**src/sv/pwmpc_pkg.sv**
```systemverilog
// Shared types, constants and helper functions of the PWM prescaler and period calculator.
`timescale 1ns / 1ps
package pwmpc_pkg;

    localparam longint unsigned NsNum      = 64'd256000000000;
    localparam longint unsigned StepNs     = 64'd655350;
    localparam longint unsigned MaxProduct = 64'd1792;
    localparam longint unsigned TickNs     = 64'd10;
    localparam longint unsigned DutyFull   = 64'd10000;

    localparam int FreqW  = 32;
    localparam int DutyW  = 14;
    localparam int CntW   = 16;
    localparam int ProdW  = 11;
    localparam int ScaleW = 15;
    localparam int DenW   = FreqW + ScaleW;
    localparam int RemW   = 38;
    localparam int NumPairs = 64;
    localparam int PairW  = 6;

    // Frequencies below this value make the required divisor exceed the largest product.
    localparam longint unsigned RangeLimit =
        (NsNum + MaxProduct * StepNs - 64'd1) / (MaxProduct * StepNs);

    // floor(x / 10000) by reciprocal multiplication, corrected by one compare.
    localparam int XW         = CntW + DutyW;
    localparam int RecipW     = 30;
    localparam int RecipShift = 43;
    localparam longint unsigned RecipMul = (64'd1 << RecipShift) / DutyFull;
    localparam int MulW       = XW + RecipW;

    typedef struct packed {
        logic [FreqW-1:0] frequency;
        logic [DutyW-1:0] duty_a;
        logic [DutyW-1:0] duty_b;
    } t_cmd;

    typedef struct packed {
        logic            range_error;
        logic            param_error;
        logic [2:0]      clock_div_sel;
        logic [2:0]      highspeed_div_sel;
        logic [CntW-1:0] period_count;
        logic [CntW-1:0] compare_a;
        logic [CntW-1:0] compare_b;
    } t_result;

    // Side information that travels alongside the period computation.
    typedef struct packed {
        logic             range_error;
        logic             param_error;
        logic [2:0]       clock_div_sel;
        logic [2:0]       highspeed_div_sel;
        logic [DutyW-1:0] duty_a;
        logic [DutyW-1:0] duty_b;
    } t_side;

    function automatic logic [3:0] hs_div(input logic [2:0] j);
        logic [3:0] v;
        case (j)
            3'd0: v = 4'd1;
            3'd1: v = 4'd2;
            3'd2: v = 4'd4;
            3'd3: v = 4'd6;
            3'd4: v = 4'd8;
            3'd5: v = 4'd10;
            3'd6: v = 4'd12;
            3'd7: v = 4'd14;
            default: v = 4'd1;
        endcase
        return v;
    endfunction

    // Product of the pair at scan position a: i is the upper index, j the lower.
    function automatic logic [ProdW-1:0] pair_prod(input logic [PairW-1:0] a);
        logic [ProdW-1:0] p;
        p = ProdW'(hs_div(a[2:0])) << a[5:3];
        return p;
    endfunction

    // Pairs that beat pair a: a smaller product, or the same product earlier in scan order.
    function automatic logic [NumPairs-1:0] pair_mask(input logic [PairW-1:0] a);
        logic [NumPairs-1:0] m;
        logic [ProdW-1:0]    pa;
        logic [ProdW-1:0]    pb;
        m  = '0;
        pa = pair_prod(a);
        for (int b = 0; b < NumPairs; b++) begin
            pb = pair_prod(PairW'(b));
            m[b] = (pb < pa) || ((pb == pa) && (PairW'(b) < a));
        end
        return m;
    endfunction

endpackage

```
**src/sv/pwmpc_duty.sv**
```systemverilog
// Compare counts from period and duty, divided by 10000 through a reciprocal (three stages).
`timescale 1ns / 1ps
module pwmpc_duty import pwmpc_pkg::*; (
    input  logic            i_clk,
    input  logic            i_rst_n,
    input  logic            i_vld,
    input  t_side           i_side,
    input  logic [CntW-1:0] i_period,
    output logic            o_vld,
    output t_result         o_result
);

    logic            r_vld1, r_vld2, r_vld3;
    t_side           r_side1, r_side2;
    logic [CntW-1:0] r_per1, r_per2;
    logic [XW-1:0]   r_xa1, r_xb1, r_xa2, r_xb2;
    logic [MulW-1:0] r_ma2, r_mb2;
    t_result         r_out;

    logic [CntW-1:0] w_qa0, w_qb0, n_ca, n_cb;
    logic [XW-1:0]   w_ra, w_rb;

    always_ff @(posedge i_clk) begin
        if (!i_rst_n) begin
            r_vld1 <= 1'b0;
            r_vld2 <= 1'b0;
            r_vld3 <= 1'b0;
        end else begin
            r_vld1 <= i_vld;
            r_vld2 <= r_vld1;
            r_vld3 <= r_vld2;
        end
    end

    always_ff @(posedge i_clk) begin
        r_side1 <= i_side;
        r_per1  <= i_period;
        r_xa1   <= XW'(i_period) * XW'(i_side.duty_a);
        r_xb1   <= XW'(i_period) * XW'(i_side.duty_b);

        r_side2 <= r_side1;
        r_per2  <= r_per1;
        r_xa2   <= r_xa1;
        r_xb2   <= r_xb1;
        r_ma2   <= MulW'(r_xa1) * MulW'(RecipW'(RecipMul));
        r_mb2   <= MulW'(r_xb1) * MulW'(RecipW'(RecipMul));
    end

    // The estimate is the true quotient or one below it.
    always_comb begin
        w_qa0 = r_ma2[RecipShift +: CntW];
        w_qb0 = r_mb2[RecipShift +: CntW];
        w_ra  = r_xa2 - XW'(w_qa0) * XW'(DutyFull);
        w_rb  = r_xb2 - XW'(w_qb0) * XW'(DutyFull);
        n_ca  = (64'(w_ra) >= DutyFull) ? (w_qa0 + 1'b1) : w_qa0;
        n_cb  = (64'(w_rb) >= DutyFull) ? (w_qb0 + 1'b1) : w_qb0;
    end

    // A range error clears every other field of the result.
    always_ff @(posedge i_clk) begin
        if (r_side2.range_error) begin
            r_out.range_error       <= 1'b1;
            r_out.param_error       <= 1'b0;
            r_out.clock_div_sel     <= '0;
            r_out.highspeed_div_sel <= '0;
            r_out.period_count      <= '0;
            r_out.compare_a         <= '0;
            r_out.compare_b         <= '0;
        end else begin
            r_out.range_error       <= 1'b0;
            r_out.param_error       <= r_side2.param_error;
            r_out.clock_div_sel     <= r_side2.clock_div_sel;
            r_out.highspeed_div_sel <= r_side2.highspeed_div_sel;
            r_out.period_count      <= r_per2;
            r_out.compare_a         <= n_ca;
            r_out.compare_b         <= n_cb;
        end
    end

    assign o_vld    = r_vld3;
    assign o_result = r_out;

endmodule

```
**config.mk**
```make
export PLATFORM = sky130hd
export DESIGN_NAME = pwmpc_duty
export DESIGN_NICKNAME = d
export VERILOG_FILES = /design/src/sv/pwmpc_pkg.sv /design/src/sv/pwmpc_duty.sv
export SDC_FILE = /design/constraint.sdc
export NUM_CORES = 2
export LEC_CHECK = 0
export ABC_AREA = 0
export BUFFER_PORTS_ARGS = -buffer_cell sky130_fd_sc_hd__clkbuf_2
export CAP_MARGIN = 10
export CORE_MARGIN = 2
export CORE_UTILIZATION = 40
export CTS_BUF_LIST = sky130_fd_sc_hd__clkbuf_16
export DETAILED_ROUTE_END_ITERATION = 7
export MAX_ROUTING_LAYER = met4
export PLACE_DENSITY = 0.65
export SLEW_MARGIN = 20
export SYNTH_ARGS = -nofsm -noshare
export SYNTH_HDL_FRONTEND = slang
export SYNTH_SLANG_ARGS = --single-unit
```
**constraint.sdc**
```tcl
create_clock -name i_clk -period 8.7 [get_ports i_clk]
set_input_delay 1.74 -clock i_clk [delete_from_list [all_inputs] [get_ports i_clk]]
set_output_delay 1.74 -clock i_clk [all_outputs]
set_load 0.01 [all_outputs]
```
; ---- Word level (Yosys, flattened, before mapping)
; Cells that the tools add are included.
[totals]
register_bits = 343
inputBits = 55
word_cells = 41
[classes]
add_sub_neg = 4
mul = 6
magnitude_cmp = 2
mux = 3
[ops]
columns = operator, n
row1 = multiplier 30 x 29 -> 58 bit (second input constant), 2
row2 = greater-or-equal comparator 30 x 14 -> 1 bit (second input constant), 2
row3 = multiplier 16 x 14 -> 30 bit, 2
row4 = subtractor 30 bit, 2
row5 = 2-to-1 mux 56 bit, 1
row6 = multiplier 16 x 10 -> 26 bit (second input constant), 2
row7 = adder 16 x 1 -> 16 bit (second input constant), 2
row8 = 2-to-1 mux 16 bit, 2

; ---- Depth between registers and ports, before layout
[logic_depth]
depth_word = 5
depth_mapped = 35
depth_no_buf = 33

; ---- Least setup slack after synthesis
; No wires, ideal clock.
[synth_path]
path_type = input to register
start = in i_period[7]
end = reg r_xa1[29]
setup_time_ns = 0.129
arrival_time_ns = 7.874
setup_slack_ns = 0.697
path_stages = 24
cell_sequence = clkbuf_1 clkbuf_1 nand2_1 fa_1 inv_1 fa_1 fa_1 inv_1 fa_1 fa_1 inv_1 fa_1 ha_1 o21ai_0 a21oi_1 a21oi_1 nor2_1 o31ai_1 a211oi_1 a221o_1 o41ai_1 o21ai_0 o41ai_1 xnor2_1
[synth_via]
elab_chain_len = 1
[synth_lines]
columns = item, line
row1 = start: declaration, pwmpc_duty.sv:8  ; input logic [CntW-1:0] i_period,
row2 = multiplier 16 x 14 -> 30 bit, pwmpc_duty.sv:38  ; r_xa1 <= XW'(i_period) * XW'(i_side.duty_a);
row3 = end signal: assignment, pwmpc_duty.sv:38
row4 = end: declaration, pwmpc_duty.sv:16  ; logic [XW-1:0] r_xa1, r_xb1, r_xa2, r_xb2;
; No other way between the ends.
; A chain may end at the register's enable or synchronous reset.

; ---- Worst setup path in the final report
[layout_path]
start = reg r_xb1[12]
end = reg r_mb2[53]
[layout_via]
elab_chain_len = 1
[layout_lines]
columns = item, line
row1 = start: declaration, pwmpc_duty.sv:16
row2 = start signal: assignment, pwmpc_duty.sv:39  ; r_xb1 <= XW'(i_period) * XW'(i_side.duty_b);
row3 = multiplier 30 x 29 -> 58 bit, pwmpc_duty.sv:46  ; r_mb2 <= MulW'(r_xb1) * MulW'(RecipW'(RecipMul));
row4 = end signal: assignment, pwmpc_duty.sv:46
row5 = end: declaration, pwmpc_duty.sv:17  ; logic [MulW-1:0] r_ma2, r_mb2;
; No other way between the ends.

==> impl_metrics.env <==
export IMPL_hold_path_class="reg2reg"
export IMPL_netlist_area_um2=59140
export IMPL_endpoint="r_mb2[53]"
export IMPL_grt_pass1_vias=43753
export IMPL_die_h_um=388.5
export IMPL_routedWlPerCell_um=18.28
export IMPL_post_dp_hpwl_mm=128.7
export IMPL_period_minus_slack_ns=8.384
export IMPL_num_vias=40131
export IMPL_synth_area_leaders="fa_1 40%, ha_1 23%, inv_1 11%"
export IMPL_use_met3=0.04004
export IMPL_grt_overflow=0
export IMPL_synth_avg_cell_area_um2=9.855
export IMPL_cts_htree_levels=2
export IMPL_synth_edff_count=0
export IMPL_cts_buffers_inserted=35
export IMPL_synth_fa_ha_area_frac=0.6326
export IMPL_chipWidth_um=388.5
export IMPL_startpoint_type="register"
export IMPL_fmax_mhz=119.3
export IMPL_area_growth_synth_to_final_pct=7.756
export IMPL_clk_pin_slew_ns=0.06
export IMPL_ys_warn_count=0
export IMPL_drt_iter0_drc=2367
export IMPL_ys_seq_elements=251
export IMPL_synth_compound_area_share=0.06332
export IMPL_cp_max_fo=7
export IMPL_synth_area_mux_share=0.005670
export IMPL_path_class="reg2reg"
export IMPL_crit_arrival_ns=8.84
export IMPL_yosysTopAreaCellShare=0.3994
export IMPL_rr_worst_depth=22
export IMPL_drive_gt1_frac=0.04962
export IMPL_status="finished, final reports clean"
export IMPL_core_area_um2=147300
export IMPL_reg2reg_from="r_xb1[12]"
export IMPL_use_met2=0.3156
export IMPL_tns_ns=0
export IMPL_antenna_found_initial=6
export IMPL_synth_top_family_by_area="adder cells"
export IMPL_io_buffers=111
export IMPL_synth_top_area_cell="fa_1"
export IMPL_synthXorXnorAreaFrac=0.02088
export IMPL_grt_busiest_layer="met2"
export IMPL_final_hold_violation_count=0
export IMPL_ys_flop_type="dfxtp_1"
export IMPL_clockBufferDepth=3
export IMPL_period_share=0.9637
export IMPL_drt_total_wl_mm=148.5
export IMPL_die_area_um2=150900
export IMPL_clk_latency_ns=0.58
export IMPL_skew_ns=0.03724
export IMPL_synth_most_common_cell="inv_1"
export IMPL_rrSetupSlack_ns=0.32
export IMPL_max_cap_violations=0
export IMPL_clock_sinks=251
export IMPL_finalMaxSlewViolations=0
export IMPL_netlist_top_cells_count="1,690 x inv_1, 1,180 x fa_1, 1,102 x ha_1"
export IMPL_post_drt_via_cell_ratio=4.940
export IMPL_synthCells=6001
export IMPL_async_flop_share=0
export IMPL_io_pins=112
export IMPL_grtUsageMet1=0.2930
export IMPL_ys_seq_area_frac=0.08496
export IMPL_worstPathRequired_ns=9.16
export IMPL_start_util=0.4015
export IMPL_finalWeightedCongestion=0.9621
export IMPL_grt_pass1_wl_mm=239.9
export IMPL_worstMarginPinSlew_ns=1.096
export IMPL_slew_limit_headroom=0.2682
export IMPL_synth_simple_area_share=0.07885
export IMPL_startpoint="r_xb1[12]"
export IMPL_hold_path_startpoint="r_per1[10]"
export IMPL_cts_tree="done"
export IMPL_ctsRootBufferMaster="clkbuf_16"
export IMPL_rr_endpoint="r_mb2[53]"
export IMPL_row_count=141
export IMPL_fin_nets=8500
export IMPL_rsz0062_at_grt="false"
export IMPL_end_kind="register"
export IMPL_grtUsageTotal=0.2096
export IMPL_setup_viol_count_final=0
export IMPL_route_detailed_drc=0
export IMPL_antenna_left=0
export IMPL_grt_max_degree=52
export IMPL_synth_nets=8338
export IMPL_drtPass1Iterations=5
export IMPL_yosysUniqueCellTypes=88
cell usage in the layout (no fill, tap or decap), types with 8 or more instances in the layout:
master / count
fa_1: 1180
a31oi_1: 12
nand4_1: 24
xor2_1: 47
ha_1: 1102
a211oi_1: 22
clkbuf_2: 111
a21o_1: 79
mux2i_1: 8
and3_1: 10
and2_1: 207
nor3_1: 42
mux2_1: 17
clkbuf_16: 37
o211ai_1: 8
or3_1: 16
dfxtp_1: 246
o31ai_1: 19
buf_4: 108
xnor2_1: 94
nand3_1: 42
nand2b_1: 27
o21ai_0: 90
nor2b_1: 41
a21oi_1: 166
nand2_1: 338
o21a_1: 38
o21bai_1: 23
inv_1: 1698
nor2_1: 160
area by class of cell:
type | count | area (um^2)
clock inverters | 24 | 237.7
diodes | 7 | 17.52
inverters | 1690 | 6344
well taps | 1930 | 2415
repair buffers | 219 | 1366
fillers | 14195 | 83580
clock buffers | 37 | 925.9
multi-input cells | 3966 | 47390
flip-flops and latches | 251 | 5034
cells by family (layout without fill, tap and decap cells):
group / count (synthesis) / count (layout)
adders and majority gates: 2282 / 2282
buffers and inverters: 1784 / 1970
and+or+nand+nor: 949 / 949
AOI/OAI and AO/OA: 564 / 564
DFF: 251 / 251
xor gates and xnor gates: 141 / 141
muxes: 30 / 30
other: 0 / 7
registers in the layout, summed over array words and instances, names as in the netlist:
register and flops:
o_result 56, o_vld 1, r_ma2 16, r_mb2 16
r_per1 16, r_per2 16, r_side1 8, r_side2 8
r_vld1 1, r_vld2 1, r_xa1 30, r_xa2 26
r_xb1 30, r_xb2 26
how the worst min path moves through the flow:
| stage | endpoint | cells after the start |
|---|---|---|
| floorplan | r_per2[0] | 0 |
| global placement | r_per2[9] | 0 |
| detailed placement | r_per2[13] | 0 |
| CTS | r_per2[1] | 0 |
| global route | r_per2[13] | 0 |
| finish | r_per2[10] | 0 |
stage by stage:
step             util  setup WS (ns)  std cells  hold WS (ns)  area [um^2]
3_5_place_dp   0.4246         0.1986       8056        0.3121        62540
5_1_grt        0.4326       0.003348       8123        0.3324        63730
3_3_place_gp   0.4246         0.3747       8056        0.3113        62540
6_report       0.4326         0.3157       8124        0.3249        63730
2_1_floorplan       -         0.6966       6001        0.3096        59140
4_1_cts        0.4325         0.3334       8117        0.3239        63710
worst max-delay path: stages (launching register included):
cell	delay, ns
dfxtp_1	0.60
buf_4	0.29
fa_1	0.44
ha_1	0.31
fa_1	0.45
fa_1	0.45
fa_1	0.49
fa_1	0.57
fa_1	0.43
fa_1	0.45
ha_1	0.32
a2111oi_0	0.59
o21ai_1	0.20
a211oi_1	0.25
o21ai_0	0.18
a2111oi_1	0.55
buf_4	0.22
o31ai_1	0.14
a32o_1	0.33
o21a_1	0.23
o41ai_1	0.45
o21bai_1	0.15
xor2_1	0.17
timing repair:
action	CTS	global route
gates resized for setup	0	4
hold buffers	0	0
setup buffers	0	0
setup endpoints to repair	0	1
routing by layer:
metal / vias to the layer above / part of all wire
li1: 18796 / -
met3: 178 / 0.071
met2: 1065 / 0.44
met4: 0 / 0.022
met1: 20092 / 0.47
met5: - / 0
Power is left out: the tool's default activity adds up to more than one toggle a clock period on the data nets, which glitch-free logic cannot reach.
