## config.mk

```make
export PLATFORM = sky130hd
export DESIGN_NAME = pwmpc_div
export DESIGN_NICKNAME = d
export VERILOG_FILES = /design/src/sv/pwmpc_pkg.sv /design/src/sv/pwmpc_div.sv
export SDC_FILE = /design/constraint.sdc
export NUM_CORES = 2
export LEC_CHECK = 0
export BUFFER_PORTS_ARGS = -buffer_cell sky130_fd_sc_hd__buf_2
export CORE_UTILIZATION = 46
export CTS_CLUSTER_DIAMETER = 150
export DETAILED_ROUTE_END_ITERATION = 8
export GPL_TIMING_DRIVEN = 0
export PLACE_DENSITY = 0.71
export SYNTH_ARGS = -nofsm -noshare
export SYNTH_HDL_FRONTEND = slang
export SYNTH_SLANG_ARGS = --single-unit
export TNS_END_PERCENT = 5
```

## constraint.sdc

```tcl
create_clock -name i_clk -period 3.85 [get_ports i_clk]
set_input_delay 1.155 -clock i_clk [delete_from_list [all_inputs] [get_ports i_clk]]
set_output_delay 1.155 -clock i_clk [all_outputs]
set_load 0.005 [all_outputs]
```

## src/sv/pwmpc_pkg.sv

```systemverilog
// Shared types, constants and helper functions of the PWM prescaler and period calculator.
`timescale 1ns / 1ps
package pwmpc_pkg;

    localparam longint unsigned NsNum      = 64'd256000000000;
    localparam longint unsigned StepNs     = 64'd655350;
    localparam longint unsigned MaxProduct = 64'd1792;
    localparam longint unsigned TickNs     = 64'd10;
    localparam longint unsigned DutyFull   = 64'd10000;

    localparam int FreqW  = 32;
    localparam int DutyW  = 14;
    localparam int CntW   = 16;
    localparam int ProdW  = 11;
    localparam int ScaleW = 15;
    localparam int DenW   = FreqW + ScaleW;
    localparam int RemW   = 38;
    localparam int NumPairs = 64;
    localparam int PairW  = 6;

    // Frequencies below this value make the required divisor exceed the largest product.
    localparam longint unsigned RangeLimit =
        (NsNum + MaxProduct * StepNs - 64'd1) / (MaxProduct * StepNs);

    // floor(x / 10000) by reciprocal multiplication, corrected by one compare.
    localparam int XW         = CntW + DutyW;
    localparam int RecipW     = 30;
    localparam int RecipShift = 43;
    localparam longint unsigned RecipMul = (64'd1 << RecipShift) / DutyFull;
    localparam int MulW       = XW + RecipW;

    typedef struct packed {
        logic [FreqW-1:0] frequency;
        logic [DutyW-1:0] duty_a;
        logic [DutyW-1:0] duty_b;
    } t_cmd;

    typedef struct packed {
        logic            range_error;
        logic            param_error;
        logic [2:0]      clock_div_sel;
        logic [2:0]      highspeed_div_sel;
        logic [CntW-1:0] period_count;
        logic [CntW-1:0] compare_a;
        logic [CntW-1:0] compare_b;
    } t_result;

    // Side information that travels alongside the period computation.
    typedef struct packed {
        logic             range_error;
        logic             param_error;
        logic [2:0]       clock_div_sel;
        logic [2:0]       highspeed_div_sel;
        logic [DutyW-1:0] duty_a;
        logic [DutyW-1:0] duty_b;
    } t_side;

    function automatic logic [3:0] hs_div(input logic [2:0] j);
        logic [3:0] v;
        case (j)
            3'd0: v = 4'd1;
            3'd1: v = 4'd2;
            3'd2: v = 4'd4;
            3'd3: v = 4'd6;
            3'd4: v = 4'd8;
            3'd5: v = 4'd10;
            3'd6: v = 4'd12;
            3'd7: v = 4'd14;
            default: v = 4'd1;
        endcase
        return v;
    endfunction

    // Product of the pair at scan position a: i is the upper index, j the lower.
    function automatic logic [ProdW-1:0] pair_prod(input logic [PairW-1:0] a);
        logic [ProdW-1:0] p;
        p = ProdW'(hs_div(a[2:0])) << a[5:3];
        return p;
    endfunction

    // Pairs that beat pair a: a smaller product, or the same product earlier in scan order.
    function automatic logic [NumPairs-1:0] pair_mask(input logic [PairW-1:0] a);
        logic [NumPairs-1:0] m;
        logic [ProdW-1:0]    pa;
        logic [ProdW-1:0]    pb;
        m  = '0;
        pa = pair_prod(a);
        for (int b = 0; b < NumPairs; b++) begin
            pb = pair_prod(PairW'(b));
            m[b] = (pb < pa) || ((pb == pa) && (PairW'(b) < a));
        end
        return m;
    endfunction

endpackage

```

## src/sv/pwmpc_div.sv

```systemverilog
// Pipelined restoring divider: constant numerator over a variable denominator, one bit per stage.
`timescale 1ns / 1ps
module pwmpc_div import pwmpc_pkg::*; (
    input  logic            i_clk,
    input  logic            i_rst_n,
    input  logic            i_vld,
    input  t_side           i_side,
    input  logic [DenW-1:0] i_den,
    output logic            o_vld,
    output t_side           o_side,
    output logic [CntW-1:0] o_quo
);

    logic            r_vld  [CntW];
    t_side           r_side [CntW];
    logic [DenW-1:0] r_den  [CntW];
    logic [RemW-1:0] r_rem  [CntW];
    logic [CntW-1:0] r_quo  [CntW];

    for (genvar k = 0; k < CntW; k++) begin : g_stage
        localparam int Bit = CntW - 1 - k;
        logic            w_vld;
        t_side           w_side;
        logic [DenW-1:0] w_den;
        logic [RemW-1:0] w_rem;
        logic [CntW-1:0] w_quo;
        logic [63:0]     w_trial;
        logic            w_ge;
        logic [RemW-1:0] n_rem;
        logic [CntW-1:0] n_quo;

        if (k == 0) begin : g_first
            assign w_vld  = i_vld;
            assign w_side = i_side;
            assign w_den  = i_den;
            assign w_rem  = RemW'(NsNum);
            assign w_quo  = '0;
        end else begin : g_next
            assign w_vld  = r_vld[k-1];
            assign w_side = r_side[k-1];
            assign w_den  = r_den[k-1];
            assign w_rem  = r_rem[k-1];
            assign w_quo  = r_quo[k-1];
        end

        always_comb begin
            w_trial = 64'(w_den) << Bit;
            w_ge    = 64'(w_rem) >= w_trial;
            n_rem   = w_ge ? (w_rem - RemW'(w_trial)) : w_rem;
            n_quo   = w_quo;
            n_quo[Bit] = w_ge;
        end

        always_ff @(posedge i_clk) begin
            if (!i_rst_n) begin
                r_vld[k] <= 1'b0;
            end else begin
                r_vld[k] <= w_vld;
            end
        end

        always_ff @(posedge i_clk) begin
            r_side[k] <= w_side;
            r_den[k]  <= w_den;
            r_rem[k]  <= n_rem;
            r_quo[k]  <= n_quo;
        end
    end

    assign o_vld  = r_vld[CntW-1];
    assign o_side = r_side[CntW-1];
    assign o_quo  = r_quo[CntW-1];

endmodule

```

## Word level (Yosys, flattened, before mapping)

Memories as Yosys holds them, arrays and structs flattened.
Index checks and enable logic that the tools add are counted.

- $add $sub $neg: 16
- Order comparisons: 16
- Bitwise gates (word level): 16
- Mux-type cells: 34

Operators by type and width:

| kind | number |
|---|---|
| $mux W38 | 16 |
| $sub A38 B38 Y38 | 15 |
| $ge A38 B62 Y1 const A | 1 |
| $ge A38 B61 Y1 | 1 |
| $ge A38 B60 Y1 | 1 |
| $ge A38 B59 Y1 | 1 |
| $ge A38 B58 Y1 | 1 |
| $ge A38 B57 Y1 | 1 |
| $ge A38 B56 Y1 | 1 |
| $ge A38 B55 Y1 | 1 |
| $ge A38 B54 Y1 | 1 |
| $ge A38 B53 Y1 | 1 |
| $ge A38 B52 Y1 | 1 |
| $ge A38 B51 Y1 | 1 |
| $ge A38 B50 Y1 | 1 |
| $ge A38 B49 Y1 | 1 |
| $ge A38 B48 Y1 | 1 |
| $ge A38 B47 Y1 | 1 |
| $sub A38 B38 Y38 const A | 1 |
| $mux W1 | 18 |
| $or A1 B1 Y1 | 16 |

- Bits in registers: 0
- Input port bits: 86
- Memory bits (writable): 2208
- Output and inout bits: 53
- Logic and storage cells: 87
- Memories kept: 5

Memory list:

| memory | depth | bits a word | rd ports | clocked after Yosys merged registers in | write ports | RTL line | text |
|---|---|---|---|---|---|---|---|
| r_den | 16 | 47 | 15 | 0 | 16 | pwmpc_div.sv:16 | `logic [DenW-1:0] r_den [CntW];` |
| r_rem | 16 | 38 | 15 | 0 | 16 | pwmpc_div.sv:17 | `logic [RemW-1:0] r_rem [CntW];` |
| r_side | 16 | 36 | 16 | 0 | 16 | pwmpc_div.sv:15 | `t_side r_side [CntW];` |
| r_quo | 16 | 16 | 16 | 0 | 16 | pwmpc_div.sv:18 | `logic [CntW-1:0] r_quo [CntW];` |
| r_vld | 16 | 1 | 16 | 0 | 16 | pwmpc_div.sv:14 | `logic r_vld [CntW];` |

## Longest topological paths before layout

An unclocked memory read counts as a cell.

- Word-level depth: 3
- Gate-level depth with buffers: 15
- Mapped depth without buffers: 12

## Worst setup path before layout

OpenSTA, ideal clock, no wires.

- Path kind: input port to flip-flop
- Start point: input port i_den[1]
- End point: memory r_rem[0][22]
- Data arrival time: 3077 ps
- Cell stages on the path: 11
- Path slack: 644 ps
- Path through: o21a_1 -> o21ai_0 -> a21oi_1 -> o21ai_0 -> a21oi_1 -> nand2_1 -> a21oi_1 -> o2111ai_1 -> and4b_1 -> buf_1 -> nand2_1

RTL lines:

| what | RTL line | text |
|---|---|---|
| from (decl) | pwmpc_div.sv:8 | `input logic [DenW-1:0] i_den,` |
| to (decl) | pwmpc_div.sv:17 |  |

==> results by group <==
Floorplanning
  • Row Count: 139
  • Initial Util: 0.4654
  • Die width: approximately 380 µm
  • I/O pin count: 139
  • Die Ht: 383.9 µm
  • Core Region: 144200 µm²
  • Die Area: 147400 µm²

Critical path
  • R2R cell count: 12
  • Sequence of cells on the critical path: inv_1 > ha_1 > nand4_1 > a211oi_1 > o211ai_1 > and3_1 > a211oi_1 > a311o_1 > a21oi_1 > o21ai_0 > xor2_1 > mux2_2
  • Reg2Reg Setup Slack: 0.06 ns
  • Critical path required time: 4.53 ns
  • Crit-path max cell delay: 0.52 ns
  • Crit Path Max Fanout: 6
  • Crit Path Category: register to register
  • Critical-path top delay cell: a211oi_1
  • R2r startpoint: r_den[8][7]$_DFF_P_
  • CP endpoint kind: register
  • Worst setup path start: r_den[8][7]$_DFF_P_
  • Reg2Reg Capture Point: r_rem[1][74]$_DFF_P_
  • CP delay by family, top: compound AO/OA/AOI/OAI gates
  • WP data arrival: 4.47 ns
  • Buf+Inv Stages, Crit Path: 1
  • CP Launch Type: register
  • Most used cell, CP: a211oi_1

CTS
  • CTS tree: done
  • Clock Tree Root: clkbuf_16
  • Hold_buf cts: 0
  • Clk slew on worst S/H paths: 0.06 ns
  • CTS H-Tree Depth: 4
  • Clock Path Buffers: 3
  • Number of buffers created by CTS: 187
  • CTS sink count: 1883
  • Latest clock arrival within the worst-skew pair: 0.81 ns

Timing
  • Hold slack final: 0.3078 ns
  • Setup Skew: 0.03268 ns
  • Post-route setup slack: 0.06357 ns
  • Slew headroom: 0.2524
  • Period minus WS final: 3.786 ns
  • Final Hold Fails: 0
  • Final worst-path cycle share: 0.9835
  • Max Freq: 264.1 MHz
  • Final slew viol count: 0
  • Final setup fails: 0
  • Least-Margin Pin Slew: around 1.1 ns
  • Unrepaired setup endpoints after global routing: true

Synth
  • Synthesized cell area: between 60000 and 70000 µm²
  • Cell variety after synth: 89
  • Area leader, netlist: dfxtp_1
  • YS warnings: 0
  • Ys async rst share: 0
  • Register area share after synthesis: 0.5617
  • Mean Syn Cell Area: 10.75 µm²
  • Cell count after synthesis: 6242
  • Number of enable flip-flop cells after synthesis: 0
  • Top cells by area, synth: dfxtp_1, ha_1, inv_1
  • Ys flop type: dfxtp_1
  • Yosys reg bits: 1883
  • Synth top area share: 0.5617
  • Net Count, Synth: 6807

Pwr
  • Internal power: ~33 mW
  • Part of the power in registers: 0.495
  • Pwr Density: 536.9 nW/µm²
  • VDD IR max: roughly 0.00036 V
  • Psw: between 8 and 9 mW
  • Net Sw Frac: 0.2165
  • Clock power frac: 0.456
  • Gate power share: 0.050
  • P_leak: 35.04 nW

Place
  • Dpl ws: -0.7465 ns
  • DP Wirelength: 107.0 mm
  • Inst Count DP: 8285
  • Placement-stage cell area: approximately 70000 µm²
  • Placer congestion estimate: between 0.9 and 1
  • Number of port buffers: roughly 140

Drt
  • Mean routed wirelength per cell: about 16 µm
  • DRT Wirelength: ~140 mm
  • Starting DRT DRC Count: 2077
  • Drt drc: 0
  • Via count: 42990
  • Via-to-Cell Ratio: 4.981
  • DRT Pass-1 Iters: 5
  • Routed Antenna Nets: 0

Global route
  • Largest net degree at the start of global routing: 17
  • Total grt overflow: 0
  • Tot GR Track Use: 0.1859
  • Vias in the first global route: 44270
  • Global-route wire length before repair: 219.8 mm
  • Initial antenna violation count: 1

Finish
  • Area of the multi-input gates: 27000 µm²
  • Antenna diode count: 0
  • Fin util: 0.5359
  • Final net count: 7142
  • Final Cell Area: slightly below 80000 µm²
  • Fin cells: 8631
  • Share of cells above drive strength 1: 0.1194
  • Register Area: 37700 µm²
  • Area Overhead vs Synth: 15.13%
  • Fillers: between 10000 and 15000

Min path
  • Hold Path Class: register to register
  • Hold-critical path depth: 0
  • Hold Crit Start: r_side[0][62]$_DFF_P_
  • WHS Endpoint: r_side[0][98]$_DFF_P_

Flow run
  • Number of max-cap violations: 0

Status
  • Outcome: completed
==> per-stage QoR <==
step           TNS [ns]  total power, mW
3_5_place_dp    -101.03            22.97
2_1_floorplan         0            22.37
5_1_grt          -2.858            43.18
3_3_place_gp     -93.13            22.90
4_1_cts        -0.05483            42.01
6_report              0            41.48
==> layout make-up <==
type	instances	share of cell area
sequential	1883	0.4880
multi-input combinational	3674	0.3495
timing repair buffer	146	0.01004
clock inverter	78	0.01594
tap	1903	0.03082
inverter	578	0.02808
clock buffer	262	0.07034
buffer	107	0.007320
==> cells in the mapped netlist (9+ instances only) <==
cell type and instances:
dfxtp_1 1883, nor4_1 75, and2_1 48, nand4_1 73, mux2_1 39, nor2_1 240, and3_1 47, a41oi_1 13
nor2b_1 61, a31o_2 13, nor3_1 67, clkbuf_1 59, ha_1 465, or3_1 12, buf_2 29, o21ai_0 328
a21oi_1 396, o21bai_1 39, inv_1 578, a21o_1 233, mux2_2 184, nand2_1 366, o21ai_1 11, fa_1 14
xnor2_1 222, o31a_1 10, a31oi_1 37, nand3_1 78, and4_1 15, buf_6 9, o211ai_1 29, a221oi_1 10
o21a_1 62, or2_2 24, mux2i_1 10, o31ai_1 31, a221o_1 10, nand2b_1 64, a211oi_1 45, xor2_1 148
o22ai_1 11, a21boi_0 23
==> cell families after synthesis <==
logic type      count (synthesis)  share of synthesized area
compound gates               1391                     0.1319
xor+xnor                      370                    0.04829
mux                           233                    0.03891
simple gates                 1201                    0.08819
fa+ha+maj                     479                    0.09088
buf+inv                       685                    0.04005
flops                        1883                     0.5617
==> worst max path at each step <==
stage          cells past startpoint                  endpoint  slack, ns
4_1_cts                           14     r_rem[1][207]$_DFF_P_      -0.03
5_1_grt                           14     r_rem[1][207]$_DFF_P_      -0.12
3_3_place_gp                      12  r_rem[0][126]$_SDFF_PP0_      -1.03
6_report                          12      r_rem[1][74]$_DFF_P_       0.06
2_1_floorplan                     11   r_rem[0][22]$_SDFF_PN1_       0.64
3_5_place_dp                      13      r_rem[1][74]$_DFF_P_      -0.75
==> cells in the final DEF, fill, tap and decap left out, types with 35 or more instances in the layout <==
| cell | n |
|---|---|
| ha_1 | 465 |
| clkbuf_8 | 43 |
| nand3_1 | 77 |
| o21bai_1 | 38 |
| nand2_1 | 365 |
| and3_1 | 47 |
| a211oi_1 | 43 |
| xor2_1 | 148 |
| clkbuf_1 | 79 |
| nor2b_1 | 61 |
| buf_2 | 163 |
| inv_1 | 578 |
| clkbuf_16 | 189 |
| o21a_1 | 61 |
| xnor2_1 | 222 |
| mux2_2 | 184 |
| a21oi_1 | 389 |
| a31oi_1 | 35 |
| nor3_1 | 65 |
| mux2_1 | 39 |
| dfxtp_1 | 1881 |
| nand2b_1 | 64 |
| and2_1 | 48 |
| a21o_1 | 233 |
| nor4_1 | 73 |
| nand4_1 | 73 |
| o21ai_0 | 326 |
| nor2_1 | 237 |
==> layer usage <==
| metal | wire length (µm) | vias up | global-route usage | share of wire |
|---|---|---|---|---|
| li1 | - | 22130 | - | - |
| met3 | 4066 | 402 | 0.02877 | 0.029 |
| met1 | 54530 | 19650 | 0.1897 | 0.39 |
| met5 | 0 | - | 0 | 0 |
| met4 | 10190 | 0 | 0.1310 | 0.074 |
| met2 | 69710 | 807 | 0.3440 | 0.50 |
==> repair_timing <==
item,CTS,global route
setup endpoints to repair,342,322
gates resized for setup,45,40
pin swaps,5,11
buffers inserted,2,4
==> state kept, by name, indices dropped and copies added, names as in the netlist <==
signal,flops
r_den,705
r_quo,136
r_side,576
r_vld,16
r_rem,450
==> power groups by stage <==
| stage | logic, mW | registers (mW) | clock network (mW) |
|---|---|---|---|
| 2_1_floorplan | 1.56 | 20.8 | 0 |
| 3_3_place_gp | 1.97 | 20.9 | 0 |
| 3_5_place_dp | 2.02 | 21.0 | 0 |
| 4_1_cts | 2.04 | 20.5 | 19.4 |
| 5_1_grt | 2.30 | 20.6 | 20.3 |
| 6_report | 2.06 | 20.5 | 18.9 |
Note: power is estimated with default switching activity, not from simulation.
