**src/sv/pwmpc_pkg.sv**
```systemverilog
// Shared types, constants and helper functions of the PWM prescaler and period calculator.
`timescale 1ns / 1ps
package pwmpc_pkg;

    localparam longint unsigned NsNum      = 64'd256000000000;
    localparam longint unsigned StepNs     = 64'd655350;
    localparam longint unsigned MaxProduct = 64'd1792;
    localparam longint unsigned TickNs     = 64'd10;
    localparam longint unsigned DutyFull   = 64'd10000;

    localparam int FreqW  = 32;
    localparam int DutyW  = 14;
    localparam int CntW   = 16;
    localparam int ProdW  = 11;
    localparam int ScaleW = 15;
    localparam int DenW   = FreqW + ScaleW;
    localparam int RemW   = 38;
    localparam int NumPairs = 64;
    localparam int PairW  = 6;

    // Frequencies below this value make the required divisor exceed the largest product.
    localparam longint unsigned RangeLimit =
        (NsNum + MaxProduct * StepNs - 64'd1) / (MaxProduct * StepNs);

    // floor(x / 10000) by reciprocal multiplication, corrected by one compare.
    localparam int XW         = CntW + DutyW;
    localparam int RecipW     = 30;
    localparam int RecipShift = 43;
    localparam longint unsigned RecipMul = (64'd1 << RecipShift) / DutyFull;
    localparam int MulW       = XW + RecipW;

    typedef struct packed {
        logic [FreqW-1:0] frequency;
        logic [DutyW-1:0] duty_a;
        logic [DutyW-1:0] duty_b;
    } t_cmd;

    typedef struct packed {
        logic            range_error;
        logic            param_error;
        logic [2:0]      clock_div_sel;
        logic [2:0]      highspeed_div_sel;
        logic [CntW-1:0] period_count;
        logic [CntW-1:0] compare_a;
        logic [CntW-1:0] compare_b;
    } t_result;

    // Side information that travels alongside the period computation.
    typedef struct packed {
        logic             range_error;
        logic             param_error;
        logic [2:0]       clock_div_sel;
        logic [2:0]       highspeed_div_sel;
        logic [DutyW-1:0] duty_a;
        logic [DutyW-1:0] duty_b;
    } t_side;

    function automatic logic [3:0] hs_div(input logic [2:0] j);
        logic [3:0] v;
        case (j)
            3'd0: v = 4'd1;
            3'd1: v = 4'd2;
            3'd2: v = 4'd4;
            3'd3: v = 4'd6;
            3'd4: v = 4'd8;
            3'd5: v = 4'd10;
            3'd6: v = 4'd12;
            3'd7: v = 4'd14;
            default: v = 4'd1;
        endcase
        return v;
    endfunction

    // Product of the pair at scan position a: i is the upper index, j the lower.
    function automatic logic [ProdW-1:0] pair_prod(input logic [PairW-1:0] a);
        logic [ProdW-1:0] p;
        p = ProdW'(hs_div(a[2:0])) << a[5:3];
        return p;
    endfunction

    // Pairs that beat pair a: a smaller product, or the same product earlier in scan order.
    function automatic logic [NumPairs-1:0] pair_mask(input logic [PairW-1:0] a);
        logic [NumPairs-1:0] m;
        logic [ProdW-1:0]    pa;
        logic [ProdW-1:0]    pb;
        m  = '0;
        pa = pair_prod(a);
        for (int b = 0; b < NumPairs; b++) begin
            pb = pair_prod(PairW'(b));
            m[b] = (pb < pa) || ((pb == pa) && (PairW'(b) < a));
        end
        return m;
    endfunction

endpackage

```
**src/sv/pwmpc_select.sv**
```systemverilog
// Input capture, error flags and prescaler pair selection (two pipeline stages).
`timescale 1ns / 1ps
module pwmpc_select import pwmpc_pkg::*; (
    input  logic             i_clk,
    input  logic             i_rst_n,
    input  logic             i_vld,
    input  t_cmd             i_cmd,
    input  logic [FreqW-1:0] i_min_freq,
    output logic             o_vld,
    output t_side            o_side,
    output logic [FreqW-1:0] o_freq,
    output logic [ProdW-1:0] o_prod
);

    logic             r_vld1;
    logic [FreqW-1:0] r_freq1;
    logic [DutyW-1:0] r_da1;
    logic [DutyW-1:0] r_db1;
    logic             r_perr1;
    logic             r_rerr1;

    logic [NumPairs-1:0] w_q;
    logic [NumPairs-1:0] w_sel;
    logic [PairW-1:0]    n_idx;

    logic             r_vld2;
    t_side            r_side2;
    logic [FreqW-1:0] r_freq2;
    logic [ProdW-1:0] r_prod2;

    function automatic logic [DutyW-1:0] duty_sat(input logic [DutyW-1:0] d);
        return (64'(d) > DutyFull) ? DutyW'(DutyFull) : d;
    endfunction

    always_ff @(posedge i_clk) begin
        if (!i_rst_n) begin
            r_vld1 <= 1'b0;
        end else begin
            r_vld1 <= i_vld;
        end
    end

    always_ff @(posedge i_clk) begin
        r_freq1 <= i_cmd.frequency;
        r_da1   <= duty_sat(i_cmd.duty_a);
        r_db1   <= duty_sat(i_cmd.duty_b);
        r_perr1 <= (i_cmd.frequency <= i_min_freq) || (64'(i_cmd.duty_a) > DutyFull)
                   || (64'(i_cmd.duty_b) > DutyFull);
        r_rerr1 <= 64'(i_cmd.frequency) < RangeLimit;
    end

    // A pair qualifies when its product lies strictly above the required divisor.
    for (genvar g = 0; g < NumPairs; g++) begin : g_pair
        localparam longint unsigned Prod = 64'(pair_prod(PairW'(g)));
        localparam longint unsigned Thr  = NsNum / (Prod * StepNs);
        localparam logic [NumPairs-1:0] Mask = pair_mask(PairW'(g));
        assign w_q[g]   = (Prod < MaxProduct) && (64'(r_freq1) > Thr);
        assign w_sel[g] = w_q[g] && !(|(w_q & Mask));
    end

    // At most one pair is selected; with none, the largest pair stays.
    always_comb begin
        n_idx = PairW'(NumPairs - 1);
        for (int a = 0; a < NumPairs; a++) begin
            if (w_sel[a]) begin
                n_idx = PairW'(a);
            end
        end
    end

    always_ff @(posedge i_clk) begin
        if (!i_rst_n) begin
            r_vld2 <= 1'b0;
        end else begin
            r_vld2 <= r_vld1;
        end
    end

    always_ff @(posedge i_clk) begin
        r_side2.range_error       <= r_rerr1;
        r_side2.param_error       <= r_perr1;
        r_side2.clock_div_sel     <= n_idx[5:3];
        r_side2.highspeed_div_sel <= n_idx[2:0];
        r_side2.duty_a            <= r_da1;
        r_side2.duty_b            <= r_db1;
        r_freq2                   <= r_freq1;
        r_prod2                   <= pair_prod(n_idx);
    end

    assign o_vld  = r_vld2;
    assign o_side = r_side2;
    assign o_freq = r_freq2;
    assign o_prod = r_prod2;

endmodule

```
**config.mk**
```make
export PLATFORM = sky130hd
export DESIGN_NAME = pwmpc_select
export DESIGN_NICKNAME = d
export VERILOG_FILES = /design/src/sv/pwmpc_pkg.sv /design/src/sv/pwmpc_select.sv
export SDC_FILE = /design/constraint.sdc
export NUM_CORES = 1
export LEC_CHECK = 0
export ABC_AREA = 1
export BUFFER_PORTS_ARGS = -buffer_cell sky130_fd_sc_hd__buf_2
export CAP_MARGIN = 30
export CORE_AREA = 2 2 140 115
export CTS_CLUSTER_DIAMETER = 40
export CTS_CLUSTER_SIZE = 24
export DETAILED_ROUTE_END_ITERATION = 6
export DIE_AREA = 0 0 142 117
export GPL_TIMING_DRIVEN = 0
export HOLD_SLACK_MARGIN = 0.02
export PLACE_DENSITY_LB_ADDON = 0.3
export SLEW_MARGIN = 20
export SYNTH_ARGS = -nofsm -noshare
export SYNTH_HDL_FRONTEND = slang
export SYNTH_SLANG_ARGS = --single-unit
```
**constraint.sdc**
```tcl
create_clock -name i_clk -period 6.3 [get_ports i_clk]
set_clock_uncertainty 0.05 [all_clocks]
set_input_delay 1.26 -clock i_clk [delete_from_list [all_inputs] [get_ports i_clk]]
set_output_delay 1.26 -clock i_clk [all_outputs]
set_load 0.1 [all_outputs]
```
Word level (Yosys, flattened, before mapping)
Memories as Yosys holds them, arrays and structs flattened.
Cells that the tools add are included.
- bits in registers: 143
- latch bits: 0
- bits in writable memories: 0
- bits in read-only memories: 32
- bits of input ports: 95
- memories: 1
- add/sub/neg operators: 0
- multiply operators: 0
- divide/modulo/power cells: 0
- magnitude comparators: 39
- equality and inequality tests: 0
- shift operators: 1
- multiplexer cells: 51
- bitwise operators: 0
- reductions and logical operators: 119
- memories (memory ; depth ; width ; read ports ; clocked after Yosys merged registers in ; write ports ; line ; RTL):
    (name not given) ; 8 ; 4 ; 1 ; 0 ; 0 ; pwmpc_pkg.sv:60 ; case (j)
- operators by type and width (operator ; count):
    two-way mux 6 bit ; 51
    greater-than comparator 32 x 10 -> 1 bit, second input constant ; 4
    greater-than comparator 32 x 11 -> 1 bit, second input constant ; 4
    greater-than comparator 32 x 12 -> 1 bit, second input constant ; 4
    greater-than comparator 32 x 13 -> 1 bit, second input constant ; 4
    greater-than comparator 32 x 14 -> 1 bit, second input constant ; 4
    greater-than comparator 32 x 15 -> 1 bit, second input constant ; 4
    greater-than comparator 32 x 9 -> 1 bit, second input constant ; 4
    greater-than comparator 32 x 16 -> 1 bit, second input constant ; 3
    logical AND 1 bit ; 50
    zero test 1 bit ; 34
    OR reduction 34 bit ; 1
    OR reduction 33 bit ; 1
    greater-than comparator 32 x 17 -> 1 bit, second input constant ; 1
    greater-than comparator 32 x 18 -> 1 bit, second input constant ; 1
    greater-than comparator 32 x 19 -> 1 bit, second input constant ; 1
    greater-than comparator 32 x 8 -> 1 bit, second input constant ; 1
    <= comparator 32 bit ; 1
    less-than comparator 32 x 8 -> 1 bit, second input constant ; 1
    OR reduction 32 bit ; 1
    OR reduction 31 bit ; 1
    OR reduction 30 bit ; 1
    OR reduction 29 bit ; 1
    greater-than comparator 14 bit, second input constant ; 2
    other kinds (29) ; 30

Longest topological paths before layout
An unclocked memory read counts as a cell.
- word-level depth: 55
- depth in mapped cells: 21
- depth with buffers taken out: 20

Worst setup path after synthesis
No wires, ideal clock.
- path type: input port to flip-flop
- start point: input i_min_freq[1]
- end point: register r_perr1
- arrival time: 2.544 ns
- data required time: 6.126 ns
- path slack: 3.581 ns
- stages on the path: 11
- buffers on the path: 0
- cell sequence: inv_1 ha_1 inv_1 nor2_1 nor2_1 o21a_1 o211ai_1 nand2_1 o2111ai_1 nand3_1 a2111o_1
- word-level cells in the longest chain between the ends: 3
- ends and longest elaborated chain (element ; line ; RTL):
    start: declaration ; pwmpc_select.sv:8 ; input logic [FreqW-1:0] i_min_freq,
    <= comparator 32 bit ; pwmpc_select.sv:47 ; r_perr1 <= (i_cmd.frequency <= i_min_freq) || (64'(i_cmd.duty_a) > DutyFull)
    logical OR 1 bit ; pwmpc_select.sv:47 ;
    logical OR 1 bit ; pwmpc_select.sv:48 ; || (64'(i_cmd.duty_b) > DutyFull);
    end signal: assignment ; pwmpc_select.sv:47 ;
    end: declaration ; pwmpc_select.sv:19 ; logic r_perr1;
Every way passes these cells.
A chain may end at the register's enable or synchronous reset.

Worst setup path in the final report
- start point: register r_freq1[7]
- end point: register r_prod2[2] (netlist: o_prod[2])
- word-level cells in the longest chain between the ends: 55
- elaborated cells between the ends (all ways): 205
- ends and longest elaborated chain (element ; line ; RTL):
    start: declaration ; pwmpc_select.sv:16 ; logic [FreqW-1:0] r_freq1;
    start signal: assignment ; pwmpc_select.sv:44 ; r_freq1 <= i_cmd.frequency;
    greater-than comparator 32 x 19 -> 1 bit or greater-than comparator 32 x 18 -> 1 bit (tied branches) ; pwmpc_select.sv:57 ; assign w_q[g] = (Prod < MaxProduct) && (64'(r_freq1) > Thr);
    zero test 1 bit or OR reduction 2 bit (tied branches) ; pwmpc_select.sv:58 ; assign w_sel[g] = w_q[g] && !(|(w_q & Mask));
    logical AND 1 bit or zero test 1 bit (tied branches) ; pwmpc_select.sv:58 ;
    two-way mux 6 bit or logical AND 1 bit (tied branches) ; pwmpc_select.sv:65, pwmpc_select.sv:58 ;
    two-way mux 6 bit (48 in series) ; pwmpc_select.sv:65 ; if (w_sel[a]) begin
    two-way mux 6 bit * ; pwmpc_select.sv:65 ;
    memory (8 x 4 bit) ; -- ;
    left shift 4 x 3 -> 11 bit * ; pwmpc_pkg.sv:77 ; p = ProdW'(hs_div(a[2:0])) << a[5:3];
    end signal: assignment ; pwmpc_select.sv:87 ; r_prod2 <= pair_prod(n_idx);
    end: declaration ; pwmpc_select.sv:29 ; logic [ProdW-1:0] r_prod2;
Mark *: on every way between the ends. The rest lies on a longest branch, timed or not.

==> metrics.log <==
INFO  metric arrival = 3510 ps
INFO  metric share_comb_of_total_power = 17.0%
INFO  metric initial_core_util = 43.9%
INFO  metric flow.area_growth_from_synthesis = 25.4%
INFO  metric critical_hold_path_startpoint = r_rerr1
INFO  metric cts_tree = built
INFO  metric layout-drive-gt1-share = 25.3%
INFO  metric detailedPlace.worstSlack = 3170 ps
INFO  metric number_of_global_route_vias_before_repair = 6,444
INFO  metric worst_skew_pair.late_latency = 420 ps
INFO  metric die_width = 142 µm
INFO  metric setup_viol = 0
INFO  metric synth_enable_flop_cells = 0
INFO  metric cts_hold_repair.buffers = 0
INFO  metric syn-mean-instance-area = 7.39 µm²
INFO  metric cts_max_level = 4
INFO  metric totalPowerFinal = 2.38 mW
INFO  metric viasPerCell = 5.29
INFO  metric drv_cap = 0
INFO  metric total_switching_power = 0.767 mW
INFO  metric grt_pass1_wl = 34,700 µm
INFO  metric postLayoutSetupSlackWorst = 3100 ps
INFO  metric final_antenna_net_count = 0
INFO  metric grt_start_max_net_pins = 17
INFO  metric timing_worst_setup_path_type = reg -> reg
INFO  metric fp-row-count = 41
INFO  metric finalNonFillerCells = 1,309
INFO  metric synth.net_count = 1,037
INFO  metric n_antenna_cell = 0
INFO  metric synth_common_cells = sky130_fd_sc_hd__nand2_1, sky130_fd_sc_hd__dfxtp_1, sky130_fd_sc_hd__inv_1
INFO  metric synthMostInstantiatedCell = sky130_fd_sc_hd__nand2_1
INFO  metric ys_top_cells_by_area = sky130_fd_sc_hd__dfxtp_1, sky130_fd_sc_hd__nand2_1, sky130_fd_sc_hd__inv_1
INFO  metric worst_r2r_path_depth = 15
INFO  metric dr.pass1.iters = 5
INFO  metric cts-root-to-sink-buffers = 2
INFO  metric worst_setup_hold_path_clk_slew = 60 ps
INFO  metric yosysUniqueCellTypes = 51
INFO  metric synth_ff_type = sky130_fd_sc_hd__dfxtp_1
INFO  metric startpoint_type = flip-flop
INFO  metric syn_inst = 910
INFO  metric switching_share = 32.2%
INFO  metric globalRoute.totalOverflow = 0
INFO  metric final_min_period_over_clock_period = 50.8%
INFO  metric chipHeight = 117 µm
INFO  metric clock-sinks = 143
INFO  metric finalMaxSlewViolations = 0
INFO  metric rr_startpoint = r_freq1[7]
INFO  metric grt_antenna_before_repair = 0
INFO  metric dpl.cell_count = 1,277
INFO  metric total_wirelength_of_the_detailed_routed_design = 23,000 µm
INFO  metric yosysTopAreaCell = sky130_fd_sc_hd__dfxtp_1
INFO  metric layout.nets = 1,230
INFO  metric power_frac_seq = 40.9%
INFO  metric tritoncts.num_buffers = 17
INFO  metric yosysTopAreaCellShare = 42.6%
INFO  metric critical_path.endpoint_type = flip-flop
INFO  metric placement.io_buffers = 174
INFO  metric pin_count = 175
INFO  metric post_cts_setup_buffer_count = 0
INFO  metric final_weighted_congestion_in_routability_driven_placement = 0.980
INFO  metric finalCoreUtilization = 55.0%
INFO  metric route.vias.total = 6,928
INFO  metric hold_path.class = reg -> reg
INFO  metric finalHoldViolCount = 0
INFO  metric synth_seq_area_share = 42.6%
INFO  metric grt_overall_usage = 28.0%
INFO  metric max_slew.worst_pin.slew = 602 ps
INFO  metric clock_tree.root_cell = sky130_fd_sc_hd__clkbuf_16
INFO  metric detailedPlacementHpwl = 18,400 µm
INFO  metric cts_repair_resize_count = 0
INFO  metric critical_path_origin = r_freq1[7]
INFO  metric relSlewSlack = 59.7%
INFO  metric coreArea = 15,300 µm²
INFO  metric dr.first_iter.drc_count = 706
INFO  metric async_sr_flop_fraction = 0%
INFO  metric critical_path_rt = 6610 ps
INFO  metric wl_cell = 17.6 µm
INFO  metric mappedNetlistArea = 6730 µm²
INFO  metric power_internal = 1.62 mW
INFO  metric residual_drc_count = 0
INFO  metric outcome = complete, no violations
INFO  metric timing.critical_path.fanout_max = 6
INFO  metric p_clk_share = 42.1%
INFO  metric p_leak = 4.25 nW
INFO  metric rsz_0062_raised_after_global_routing = false
INFO  metric yosys_warnings = 0
INFO  metric dieArea = 16,600 µm²
INFO  metric totalNegativeSetupSlack = 0 ps
INFO  metric final_period_minus_worst_setup_slack = 3200 ps
INFO  metric fmax_achieved = 312 MHz
INFO  metric irDropWorstVdd = 0.000243 V
INFO  metric power-per-cell-area = 283 nW/µm²
INFO  metric yosys_register_bits = 143
INFO  metric timing.hold.worst_path_depth = 0
-- registers in the layout, indices dropped and copies added (netlist names) --
register,cells
o_freq,32
o_prod,11
o_side,36
o_vld,1
r_da1,14
r_db1,14
r_freq1,32
r_perr1,1
r_rerr1,1
r_vld1,1
-- power groups by stage --
stage	clock network, mW	logic, mW	registers, mW
final	1.00	0.404	0.976
after global routing	1.05	0.428	0.980
after CTS	1.01	0.400	0.976
after detailed placement	0	0.399	0.995
after global placement	0	0.402	0.992
after floorplan	0	0.116	1.16
-- layout by cell type, fill, tap and decap left out, types with 3 or more instances in the layout --
cell type | synthesis | routed
sky130_fd_sc_hd__nand4_1 | 20 | 20
sky130_fd_sc_hd__nand3_1 | 66 | 66
sky130_fd_sc_hd__buf_6 | 3 | 3
sky130_fd_sc_hd__inv_2 | 18 | 18
sky130_fd_sc_hd__nor2_1 | 124 | 124
sky130_fd_sc_hd__nor2_4 | 7 | 7
sky130_fd_sc_hd__nand2_1 | 177 | 177
sky130_fd_sc_hd__o21ai_1 | 4 | 4
sky130_fd_sc_hd__nand2_4 | 3 | 3
sky130_fd_sc_hd__clkinv_4 | 1 | 5
sky130_fd_sc_hd__a21oi_1 | 35 | 35
sky130_fd_sc_hd__or2_2 | 4 | 4
sky130_fd_sc_hd__inv_6 | 0 | 4
sky130_fd_sc_hd__dfxtp_1 | 143 | 143
sky130_fd_sc_hd__nor4_1 | 16 | 16
sky130_fd_sc_hd__o2111ai_1 | 3 | 3
sky130_fd_sc_hd__nor3_1 | 25 | 25
sky130_fd_sc_hd__clkbuf_1 | 4 | 4
sky130_fd_sc_hd__o211ai_1 | 7 | 7
sky130_fd_sc_hd__clkbuf_16 | 0 | 17
sky130_fd_sc_hd__buf_2 | 4 | 178
sky130_fd_sc_hd__a31oi_1 | 5 | 5
sky130_fd_sc_hd__nor3_2 | 3 | 3
sky130_fd_sc_hd__ha_1 | 32 | 32
sky130_fd_sc_hd__nor2_2 | 15 | 15
sky130_fd_sc_hd__nand2_2 | 8 | 8
sky130_fd_sc_hd__inv_1 | 128 | 128
sky130_fd_sc_hd__o21ai_0 | 23 | 23
-- kinds of logic (layout without fill, tap and decap cells) --
group                      count (synthesis)  after routing  share of synthesized area (%)
AOI/OAI and AO/OA                         91             91                           8.37
and+or+nand+nor                          481            481                           33.3
adders and majority gates                 32             32                           5.95
muxes                                      1              1                          0.149
DFF                                      143            143                           42.6
buffers and inverters                    162            368                           9.64
-- layer usage --
metal | track usage [%] | routed length [µm] | up-vias | part of all wire, %
li1 | - | - | 3341 | -
met1 | 38.3 | 10400 | 3111 | 45
met5 | 0 | 0 | - | 0
met4 | 12.2 | 866 | 0 | 3.8
met3 | 8.18 | 2530 | 80 | 11
met2 | 41.4 | 9260 | 396 | 40
-- worst paths after layout --
path / to / slack [ps]
worst max-delay path: o_prod[2] / 3100
worst min-delay path: o_side[35] / 280
worst max register to register: o_prod[2] / 3100
worst min register to register: o_side[35] / 280
-- stage by stage --
step           hold WS (ps)  area [µm²]
2_1_floorplan           260        6730
3_3_place_gp            260        7840
3_5_place_dp            263        7840
4_1_cts                 279        8440
5_1_grt                 285        8440
6_report                276        8440
-- critical path, stage by stage (launching register included) --
cell                      delay [ps]
sky130_fd_sc_hd__dfxtp_1         400
sky130_fd_sc_hd__nor2_1          430
sky130_fd_sc_hd__inv_1           270
sky130_fd_sc_hd__nor2_1          410
sky130_fd_sc_hd__nand3_1         110
sky130_fd_sc_hd__o21ai_0         170
sky130_fd_sc_hd__nor2_1           60
sky130_fd_sc_hd__nor2_1          230
sky130_fd_sc_hd__nand4_1         110
sky130_fd_sc_hd__nor2_1          190
sky130_fd_sc_hd__nand4_2         160
sky130_fd_sc_hd__nor2_4          160
sky130_fd_sc_hd__nand3_1         120
sky130_fd_sc_hd__nand2_1         130
sky130_fd_sc_hd__nand2_1          70
sky130_fd_sc_hd__nor2_1           70
-- layout make-up --
class	count	area [µm²]
Buffer	13	83.8
Clock buffer	19	453
Clock inverter	13	146
Fill cell	1500	6900
Inverter	149	564
Multi-Input combinational cell	605	3220
Sequential cell	143	2860
Tap cell	193	241
Timing Repair Buffer	174	871
No activity file was read; power rests on OpenSTA's default activity.
